### src/lir_pkg.sv
package lir_pkg;

  localparam int SAMPLE_WIDTH = 24;
  localparam int MAX_RATIO    = 16;

  localparam int RATE_W    = 18;
  localparam int PH_W      = 20;
  localparam int SUM_W     = PH_W + 2;
  localparam int DIFF_W    = SAMPLE_WIDTH + 1;
  localparam int PROD_W    = DIFF_W + RATE_W + 1;
  localparam int MAG_W     = SAMPLE_WIDTH + RATE_W;
  localparam int LIM_W     = RATE_W + $clog2(MAX_RATIO + 1);
  localparam int CNT_W     = $clog2(SAMPLE_WIDTH + 1);
  localparam int TDATA_W   = ((SAMPLE_WIDTH + 7) / 8) * 8;
  localparam int CFG_IDX_W = 1;

  localparam logic [RATE_W-1:0] RATE_RESET = RATE_W'(48000);

  localparam logic [CFG_IDX_W-1:0] REG_INPUT_RATE  = CFG_IDX_W'(0);
  localparam logic [CFG_IDX_W-1:0] REG_OUTPUT_RATE = CFG_IDX_W'(1);

  typedef struct packed {
    logic load;
    logic mul;
    logic div_start;
    logic ph_add;
    logic ph_sub;
    logic emit_interp;
    logic emit_copy;
    logic commit;
    logic clear;
  } lir_cmd_t;

  typedef struct packed {
    logic have_prev;
    logic last;
    logic ph_lt_or;
    logic brk;
    logic copy_ok;
    logic div_done;
    logic out_free;
  } lir_status_t;

endpackage

### src/lir_div.sv
module lir_div import lir_pkg::*; (
  input  logic                    clk_i,
  input  logic                    rst_ni,
  input  logic                    start_i,
  input  logic [MAG_W-1:0]        dvd_i,
  input  logic [RATE_W-1:0]       dvs_i,
  output logic [SAMPLE_WIDTH-1:0] quo_o,
  output logic                    rem_nz_o,
  output logic                    done_o
);

  logic [RATE_W-1:0]       rem_q, rem_d;
  logic [SAMPLE_WIDTH-1:0] low_q, low_d;
  logic [RATE_W-1:0]       dvs_q, dvs_d;
  logic [CNT_W-1:0]        cnt_q, cnt_d;
  logic                    busy_q, busy_d;
  logic                    done_q, done_d;
  logic [RATE_W:0]         trial;
  logic                    ge;

  // dividend is below divisor * 2^SAMPLE_WIDTH, so the top part starts as the remainder
  always_comb begin
    trial  = {rem_q, low_q[SAMPLE_WIDTH-1]};
    ge     = (trial >= {1'b0, dvs_q});
    rem_d  = rem_q;
    low_d  = low_q;
    dvs_d  = dvs_q;
    cnt_d  = cnt_q;
    busy_d = busy_q;
    done_d = 1'b0;
    if (start_i) begin
      rem_d  = dvd_i[MAG_W-1:SAMPLE_WIDTH];
      low_d  = dvd_i[SAMPLE_WIDTH-1:0];
      dvs_d  = dvs_i;
      cnt_d  = CNT_W'(SAMPLE_WIDTH);
      busy_d = 1'b1;
    end else if (busy_q) begin
      rem_d = ge ? RATE_W'(trial - {1'b0, dvs_q}) : trial[RATE_W-1:0];
      low_d = {low_q[SAMPLE_WIDTH-2:0], ge};
      cnt_d = cnt_q - CNT_W'(1);
      if (cnt_q == CNT_W'(1)) begin
        busy_d = 1'b0;
        done_d = 1'b1;
      end
    end
  end

  always_ff @(posedge clk_i or negedge rst_ni) begin
    if (!rst_ni) begin
      busy_q <= 1'b0;
      done_q <= 1'b0;
      cnt_q  <= '0;
    end else begin
      busy_q <= busy_d;
      done_q <= done_d;
      cnt_q  <= cnt_d;
    end
  end

  always_ff @(posedge clk_i) begin
    rem_q <= rem_d;
    low_q <= low_d;
    dvs_q <= dvs_d;
  end

  assign quo_o    = low_q;
  assign rem_nz_o = |rem_q;
  assign done_o   = done_q;

endmodule

### src/lir_datapath.sv
module lir_datapath import lir_pkg::*; (
  input  logic                    clk_i,
  input  logic                    rst_ni,
  input  lir_cmd_t                cmd_i,
  output lir_status_t             status_o,
  input  logic [SAMPLE_WIDTH-1:0] s_data_i,
  input  logic                    s_last_i,
  input  logic                    cfg_we_i,
  input  logic [CFG_IDX_W-1:0]    cfg_addr_i,
  input  logic [RATE_W-1:0]       cfg_wdata_i,
  input  logic                    m_ready_i,
  output logic                    m_valid_o,
  output logic [SAMPLE_WIDTH-1:0] m_data_o,
  output logic                    m_last_o
);

  logic [RATE_W-1:0] ir_cfg_q, ir_cfg_d, or_cfg_q, or_cfg_d;
  logic [RATE_W-1:0] ir_eff, or_eff, or_clamp;
  logic [LIM_W-1:0]  ir_lim;

  logic [SAMPLE_WIDTH-1:0] prev_q, prev_d;
  logic                    have_q, have_d;
  logic [PH_W-1:0]         phase_q, phase_d;

  logic [SAMPLE_WIDTH-1:0] cur_q, cur_d;
  logic                    last_q, last_d;
  logic signed [DIFF_W-1:0] diff_q, diff_d;
  logic [RATE_W-1:0]       ir_q, ir_d, or_q, or_d;
  logic [PH_W-1:0]         ph_q, ph_d;
  logic signed [PROD_W-1:0] prod_q, prod_d;

  logic                    out_vld_q, out_vld_d;
  logic [SAMPLE_WIDTH-1:0] out_data_q, out_data_d;
  logic                    out_last_q, out_last_d;

  logic [SUM_W-1:0]  nx, nx2, or2;
  logic [PROD_W-1:0] prod_abs;
  logic [SAMPLE_WIDTH-1:0] quo;
  logic              rem_nz, div_done;
  logic [DIFF_W-1:0] prev_x, quo_x, interp_val;
  logic              neg;

  // rate registers, zero read as one, output rate clamped to the ratio limit
  always_comb begin
    ir_cfg_d = ir_cfg_q;
    or_cfg_d = or_cfg_q;
    if (cfg_we_i) begin
      unique case (cfg_addr_i)
        REG_INPUT_RATE:  ir_cfg_d = cfg_wdata_i;
        REG_OUTPUT_RATE: or_cfg_d = cfg_wdata_i;
        default: ;
      endcase
    end
    ir_eff   = (ir_cfg_q == '0) ? RATE_W'(1) : ir_cfg_q;
    or_eff   = (or_cfg_q == '0) ? RATE_W'(1) : or_cfg_q;
    ir_lim   = LIM_W'(ir_eff) * LIM_W'(MAX_RATIO);
    or_clamp = (LIM_W'(or_eff) > ir_lim) ? ir_lim[RATE_W-1:0] : or_eff;
  end

  // phase sums for the loop tests and the final-word lookahead
  always_comb begin
    nx  = SUM_W'(ph_q) + SUM_W'(ir_q);
    nx2 = nx + SUM_W'(ir_q);
    or2 = SUM_W'(or_q) << 1;
  end

  assign status_o.have_prev = have_q;
  assign status_o.last      = last_q;
  assign status_o.ph_lt_or  = (SUM_W'(ph_q) < SUM_W'(or_q));
  assign status_o.brk       = last_q && (nx > or2);
  assign status_o.copy_ok   = (nx <= SUM_W'(or_q));
  assign status_o.div_done  = div_done;
  assign status_o.out_free  = !out_vld_q || m_ready_i;

  assign prod_abs = prod_q[PROD_W-1] ? PROD_W'(-prod_q) : PROD_W'(prod_q);
  assign neg      = prod_q[PROD_W-1];

  lir_div u_div (
    .clk_i    (clk_i),
    .rst_ni   (rst_ni),
    .start_i  (cmd_i.div_start),
    .dvd_i    (prod_abs[MAG_W-1:0]),
    .dvs_i    (or_q),
    .quo_o    (quo),
    .rem_nz_o (rem_nz),
    .done_o   (div_done)
  );

  // floor division: a negative product with a remainder rounds one further down
  always_comb begin
    prev_x     = {prev_q[SAMPLE_WIDTH-1], prev_q};
    quo_x      = {1'b0, quo};
    interp_val = neg ? (prev_x - quo_x - DIFF_W'(rem_nz)) : (prev_x + quo_x);
  end

  always_comb begin
    cur_d   = cur_q;
    last_d  = last_q;
    diff_d  = diff_q;
    ir_d    = ir_q;
    or_d    = or_q;
    ph_d    = ph_q;
    prod_d  = prod_q;
    prev_d  = prev_q;
    have_d  = have_q;
    phase_d = phase_q;
    if (cmd_i.load) begin
      cur_d  = s_data_i;
      last_d = s_last_i;
      diff_d = $signed({s_data_i[SAMPLE_WIDTH-1], s_data_i})
             - $signed({prev_q[SAMPLE_WIDTH-1], prev_q});
      ir_d   = ir_eff;
      or_d   = or_clamp;
      ph_d   = phase_q;
    end
    if (cmd_i.mul) begin
      prod_d = PROD_W'(diff_q) * PROD_W'($signed({1'b0, ph_q[RATE_W-1:0]}));
    end
    if (cmd_i.ph_add) begin
      ph_d = nx[PH_W-1:0];
    end else if (cmd_i.ph_sub) begin
      ph_d = ph_q - PH_W'(or_q);
    end
    if (cmd_i.commit) begin
      prev_d  = cur_q;
      have_d  = 1'b1;
      phase_d = ph_q;
    end else if (cmd_i.clear) begin
      prev_d  = '0;
      have_d  = 1'b0;
      phase_d = '0;
    end
  end

  always_comb begin
    out_vld_d  = out_vld_q && !m_ready_i;
    out_data_d = out_data_q;
    out_last_d = out_last_q;
    if (cmd_i.emit_interp) begin
      out_vld_d  = 1'b1;
      out_data_d = interp_val[SAMPLE_WIDTH-1:0];
      out_last_d = last_q && (nx >= SUM_W'(or_q)) && (nx2 > or2);
    end else if (cmd_i.emit_copy) begin
      out_vld_d  = 1'b1;
      out_data_d = cur_q;
      out_last_d = (nx2 > SUM_W'(or_q));
    end
  end

  always_ff @(posedge clk_i or negedge rst_ni) begin
    if (!rst_ni) begin
      ir_cfg_q  <= RATE_RESET;
      or_cfg_q  <= RATE_RESET;
      prev_q    <= '0;
      have_q    <= 1'b0;
      phase_q   <= '0;
      last_q    <= 1'b0;
      out_vld_q <= 1'b0;
    end else begin
      ir_cfg_q  <= ir_cfg_d;
      or_cfg_q  <= or_cfg_d;
      prev_q    <= prev_d;
      have_q    <= have_d;
      phase_q   <= phase_d;
      last_q    <= last_d;
      out_vld_q <= out_vld_d;
    end
  end

  always_ff @(posedge clk_i) begin
    cur_q      <= cur_d;
    diff_q     <= diff_d;
    ir_q       <= ir_d;
    or_q       <= or_d;
    ph_q       <= ph_d;
    prod_q     <= prod_d;
    out_data_q <= out_data_d;
    out_last_q <= out_last_d;
  end

  assign m_valid_o = out_vld_q;
  assign m_data_o  = out_data_q;
  assign m_last_o  = out_last_q;

endmodule

### src/lir_ctrl.sv
module lir_ctrl import lir_pkg::*; (
  input  logic        clk_i,
  input  logic        rst_ni,
  input  logic        s_valid_i,
  output logic        s_ready_o,
  input  lir_status_t status_i,
  output lir_cmd_t    cmd_o
);

  typedef enum logic [5:0] {
    S_IDLE    = 6'b000001,
    S_INTERP  = 6'b000010,
    S_DIVGO   = 6'b000100,
    S_DIVWAIT = 6'b001000,
    S_EMIT    = 6'b010000,
    S_COPY    = 6'b100000
  } state_e;

  state_e state_q, state_d;

  assign s_ready_o = (state_q == S_IDLE);

  always_comb begin
    state_d = state_q;
    cmd_o   = '0;
    unique case (state_q)
      S_IDLE: begin
        if (s_valid_i) begin
          cmd_o.load = 1'b1;
          state_d    = status_i.have_prev ? S_INTERP : S_COPY;
        end
      end
      S_INTERP: begin
        if (status_i.ph_lt_or) begin
          // positions past the track length only move the phase on
          if (status_i.brk) begin
            cmd_o.ph_add = 1'b1;
          end else begin
            cmd_o.mul = 1'b1;
            state_d   = S_DIVGO;
          end
        end else begin
          cmd_o.ph_sub = 1'b1;
          state_d      = S_COPY;
        end
      end
      S_DIVGO: begin
        cmd_o.div_start = 1'b1;
        state_d         = S_DIVWAIT;
      end
      S_DIVWAIT: begin
        if (status_i.div_done) state_d = S_EMIT;
      end
      S_EMIT: begin
        if (status_i.out_free) begin
          cmd_o.emit_interp = 1'b1;
          cmd_o.ph_add      = 1'b1;
          state_d           = S_INTERP;
        end
      end
      S_COPY: begin
        if (!status_i.last) begin
          cmd_o.commit = 1'b1;
          state_d      = S_IDLE;
        end else if (status_i.copy_ok) begin
          if (status_i.out_free) begin
            cmd_o.emit_copy = 1'b1;
            cmd_o.ph_add    = 1'b1;
          end
        end else begin
          cmd_o.clear = 1'b1;
          state_d     = S_IDLE;
        end
      end
      default: state_d = S_IDLE;
    endcase
  end

  always_ff @(posedge clk_i or negedge rst_ni) begin
    if (!rst_ni) begin
      state_q <= S_IDLE;
    end else begin
      state_q <= state_d;
    end
  end

endmodule

### src/linear_interp_resampler_top.sv
// Each interpolated word is a multiply, then a one-bit-per-cycle restoring divide by the
// output rate, then an emit that waits for the output register to be free. End-of-track
// copies emit the current sample and skipped positions only move the phase on. The input
// is taken one word at a time, only while the controller is idle.
// Reset (rst_ni low, asynchronous) sets both rates to 48000, clears the stored
// sample and phase and empties the output register.
module linear_interp_resampler_top import lir_pkg::*; (
  input  logic                 clk_i,
  input  logic                 rst_ni,
  input  logic                 s_axis_tvalid,
  output logic                 s_axis_tready,
  input  logic [TDATA_W-1:0]   s_axis_tdata,  // [SAMPLE_WIDTH-1:0] sample_in
  input  logic                 s_axis_tlast,  // track_end
  output logic                 m_axis_tvalid,
  input  logic                 m_axis_tready,
  output logic [TDATA_W-1:0]   m_axis_tdata,  // [SAMPLE_WIDTH-1:0] sample_out
  output logic                 m_axis_tlast,  // final_out
  input  logic                 cfg_we_i,
  input  logic [CFG_IDX_W-1:0] cfg_addr_i,
  input  logic [RATE_W-1:0]    cfg_wdata_i
);

  lir_cmd_t                cmd;
  lir_status_t             status;
  logic [SAMPLE_WIDTH-1:0] out_data;

  lir_ctrl u_ctrl (
    .clk_i     (clk_i),
    .rst_ni    (rst_ni),
    .s_valid_i (s_axis_tvalid),
    .s_ready_o (s_axis_tready),
    .status_i  (status),
    .cmd_o     (cmd)
  );

  lir_datapath u_dp (
    .clk_i       (clk_i),
    .rst_ni      (rst_ni),
    .cmd_i       (cmd),
    .status_o    (status),
    .s_data_i    (s_axis_tdata[SAMPLE_WIDTH-1:0]),
    .s_last_i    (s_axis_tlast),
    .cfg_we_i    (cfg_we_i),
    .cfg_addr_i  (cfg_addr_i),
    .cfg_wdata_i (cfg_wdata_i),
    .m_ready_i   (m_axis_tready),
    .m_valid_o   (m_axis_tvalid),
    .m_data_o    (out_data),
    .m_last_o    (m_axis_tlast)
  );

  assign m_axis_tdata = TDATA_W'(out_data);

endmodule

### config.mk
export PLATFORM = sky130hd
export DESIGN_NAME = linear_interp_resampler_top
export DESIGN_NICKNAME = d
export VERILOG_FILES = /design/src/lir_pkg.sv /design/src/lir_div.sv /design/src/lir_datapath.sv /design/src/lir_ctrl.sv /design/src/linear_interp_resampler_top.sv
export SDC_FILE = /design/constraint.sdc
export NUM_CORES = 2
export LEC_CHECK = 0
export BUFFER_PORTS_ARGS = -buffer_cell sky130_fd_sc_hd__buf_4
export CORE_ASPECT_RATIO = 1.1
export CORE_MARGIN = 2
export CORE_UTILIZATION = 60
export DETAILED_ROUTE_END_ITERATION = 8
export HOLD_SLACK_MARGIN = 0.08
export PLACE_DENSITY = 0.77
export SLEW_MARGIN = 0
export SYNTH_ARGS = -nofsm -noshare
export SYNTH_HDL_FRONTEND = slang
export SYNTH_SLANG_ARGS = --single-unit
### constraint.sdc
create_clock -name clk_i -period 18.4 [get_ports clk_i]
set_clock_uncertainty 0.05 [all_clocks]
set_input_delay 0.92 -clock clk_i [delete_from_list [all_inputs] [get_ports clk_i]]
set_output_delay 0.92 -clock clk_i [all_outputs]
set_load 0.01 [all_outputs]
==> results.sh <==
export IMPL_status="finished, final reports clean"
export IMPL_cts_max_path_buffers=3
export IMPL_startpoint_type="register"
export IMPL_clk_pin_slew_ns=0.06
export IMPL_grt_overflow=0
export IMPL_insertion_delay_ns=0.56
export IMPL_fp_dieH_um=272
export IMPL_layout_commonest_cell="inv_1"
export IMPL_hold_viol_final=0
export IMPL_synth_top_cell_by_area="fa_1"
export IMPL_num_vias=29400
export IMPL_ys_warn_count=0
export IMPL_synth_distinct_cells=90
export IMPL_antenna_found_initial=2
export IMPL_track_usage_pct=31.1
export IMPL_synth_main_ff_cell="edfxtp_1"
export IMPL_worst_slew_pin_slew_ns=1.41
export IMPL_cts_tree="done"
export IMPL_die_width_um=248
export IMPL_die_area_um2=67300
export IMPL_grt_max_degree=54
export IMPL_drc=0
export IMPL_slew_violations=0
export IMPL_globalplace_congestion=0.936
export IMPL_max_slew_margin_pct=5.81
export IMPL_cts_max_level=2
export IMPL_holdBufCountCts=0
export IMPL_antennaDiodeCount=0
export IMPL_clock_sinks=329
export IMPL_num_fill_cells=5265
export IMPL_rsz0062_at_grt="false"
export IMPL_core_area_um2=64700
export IMPL_end_kind="register"
export IMPL_min_period_over_period_pct=42.7
export IMPL_fin_setup_tns_ns=0
export IMPL_synth_top_area_share_pct=23.2
export IMPL_synth_edff_count=233
export IMPL_layout_nets=4977
export IMPL_fmax_mhz=127
export IMPL_routed_wl_um=101000
export IMPL_pin_count=76
export IMPL_synthCells=4101
export IMPL_synthSimpleGateAreaFrac_pct=13.6
export IMPL_min_period_ns=7.86
export IMPL_drt_first_pass_iters=5
export IMPL_ctsResizeCount=0
export IMPL_ant_nets=0
export IMPL_path_max_fanout=17
export IMPL_synthTopCellsByArea="fa_1 23%, edfxtp_1 18%, ha_1 12%"
export IMPL_ys_ff_latch=329
export IMPL_setup_violations=0
export IMPL_synth_xor_area_share_pct=4.56
export IMPL_hold_path_class="input port to asynchronous set/reset pin"
export IMPL_num_rows=98
export IMPL_first_global_vias=30600
export IMPL_reg2regPathDepth=22
export IMPL_yosysSeqAreaShare_pct=24.1
export IMPL_grt_pass1_wl_um=163000
export IMPL_cts_root_buf="clkbuf_16"
export IMPL_final_layout_size_suffix_gt1_share_pct=6.69
export IMPL_port_buffers=75
export IMPL_synth_fp_nets=4969
export IMPL_initial_utilization_pct=60.5
export IMPL_synth_area_mux_share_pct=2.19
export IMPL_async_reset_ff_share_pct=29.2
export IMPL_avgSynthCellArea_um2=9.54
export IMPL_post_cts_setup_buffer_count=0
export IMPL_path_class="register to register"
export IMPL_synth_compound_area_share_pct=12.1
export IMPL_hpwl_um=77800
export IMPL_synth_top_family_by_area="adder cells"
export IMPL_drt_iter0_drc=2160
export IMPL_area_delta_synth_final_pct=6.58
export IMPL_viasPerCell=5.89
export IMPL_cap_violations=0
export IMPL_arrival_ns=8.11
export IMPL_cts_made_buffers=37
export IMPL_netlist_area_um2=39100
export IMPL_avgRoutedWirePerCell_um=20.2
export IMPL_yosys_area_share_adder_pct=34.9
export IMPL_crit_required_ns=18.65
export IMPL_final_cell_mix="749 x inv_1, 453 x fa_1, 403 x nand2_1, 366 x ha_1, 248 x and2_1"
## path summary, 6_finish.rpt
path                                            startpoint                             to  slack (ns)
min in group clk_i              u_dp.or_q[2]$_SDFFCE_PP0P_  u_dp.u_div.dvs_q[2]$_DFFE_PP_        0.41
max in group asynchronous                           rst_ni  u_ctrl.state_q[5]$_DFFE_PN0P_       16.72
worst max-delay path                u_dp.ph_q[8]$_DFFE_PP_      u_dp.prod_q[40]$_DFFE_PP_       10.54
worst min-delay path                                rst_ni    u_dp.prev_q[10]$_DFFE_PN0P_        0.38
worst max register to register      u_dp.ph_q[8]$_DFFE_PP_      u_dp.prod_q[40]$_DFFE_PP_       10.54
worst min register to register  u_dp.or_q[2]$_SDFFCE_PP0P_  u_dp.u_div.dvs_q[2]$_DFFE_PP_        0.41
## final cells by class
| type | instances | area, µm² | area share, % |
|---|---|---|---|
| sequential | 329 | 9420 | 22.6 |
| clock buffer | 50 | 1040 | 2.49 |
| tap | 850 | 1060 | 2.55 |
| timing repair buffer | 115 | 863 | 2.07 |
| clock inverter | 18 | 133 | 0.318 |
| multi-input combinational | 2876 | 26400 | 63.3 |
| inverter | 750 | 2820 | 6.75 |
## synth_stat cells, types with 95 or more instances
cell type	number
edfxtp_1	233
nor2_1	136
fa_1	453
and2_1	248
xnor2_1	143
clkbuf_1	135
inv_1	750
a21o_1	95
ha_1	366
o21ai_0	169
nand2_1	404
a21oi_1	158
## cells by family after synthesis
family                   Yosys count
flip-flops                       329
buffers and inverters            896
AND/OR/NAND/NOR                 1066
adder cells (fa/ha/maj)          819
XOR/XNOR                         204
AO/OA/AOI/OAI                    708
multiplexers                      79
## per-stage QoR
stage / hold WS [ns] / worst slack (ns) / area [µm²] / instances / utilization [%]
6_report: 0.378 / 10.54 / 41700 / 4988 / 64.4
5_1_grt: 0.416 / 10.23 / 41700 / 4988 / 64.4
4_1_cts: 0.383 / 10.58 / 41700 / 4988 / 64.4
3_5_place_dp: 0.395 / 10.59 / 40500 / 4920 / 62.6
3_3_place_gp: 0.397 / 10.72 / 40500 / 4920 / 62.6
2_1_floorplan: 0.376 / 11.68 / 39100 / 4101 / -
## flip-flops by register name, indices dropped and copies added (netlist names), 5 cells and up
name              count
u_dp.m_data_o        24
u_dp.ir_q            18
u_dp.diff_q          25
u_dp.u_div.quo_o     24
u_dp.cur_q           24
u_dp.u_div.dvs_q     18
u_dp.u_div.cnt_q      5
u_dp.or_cfg_q        18
u_dp.or_q            18
u_dp.ph_q            20
u_dp.prev_q          24
u_dp.phase_q         20
u_dp.ir_cfg_q        18
u_dp.u_div.rem_q     18
u_ctrl.state_q        6
u_dp.prod_q          43
## worst max-delay path: stages, from the launching register on
cell       delay [ns]
edfxtp_1         0.64
buf_4            0.31
and2_1           0.17
fa_1             0.51
inv_1            0.06
fa_1             0.57
fa_1             0.43
fa_1             0.49
inv_1            0.06
fa_1             0.53
inv_1            0.06
fa_1             0.54
inv_1            0.05
ha_1             0.36
and3_1           0.20
nand2_1          0.11
nor4_1           0.63
o2111ai_1        0.47
a211oi_1         0.42
nor3_1           0.12
o41ai_1          0.50
a221oi_1         0.16
xnor2_1          0.15
## routing by layer
metal / up-vias / share of wire [%] / track usage, %
li1: 13500 / - / -
met1: 14500 / 38 / 38.0
met2: 1046 / 50 / 54.0
met3: 323 / 6.3 / 4.21
met4: 2 / 5.4 / 15.1
met5: - / 0.013 / 0
Power is left out: the tool's default activity adds up to more than one toggle a clock period on the data nets, which glitch-free logic cannot reach.
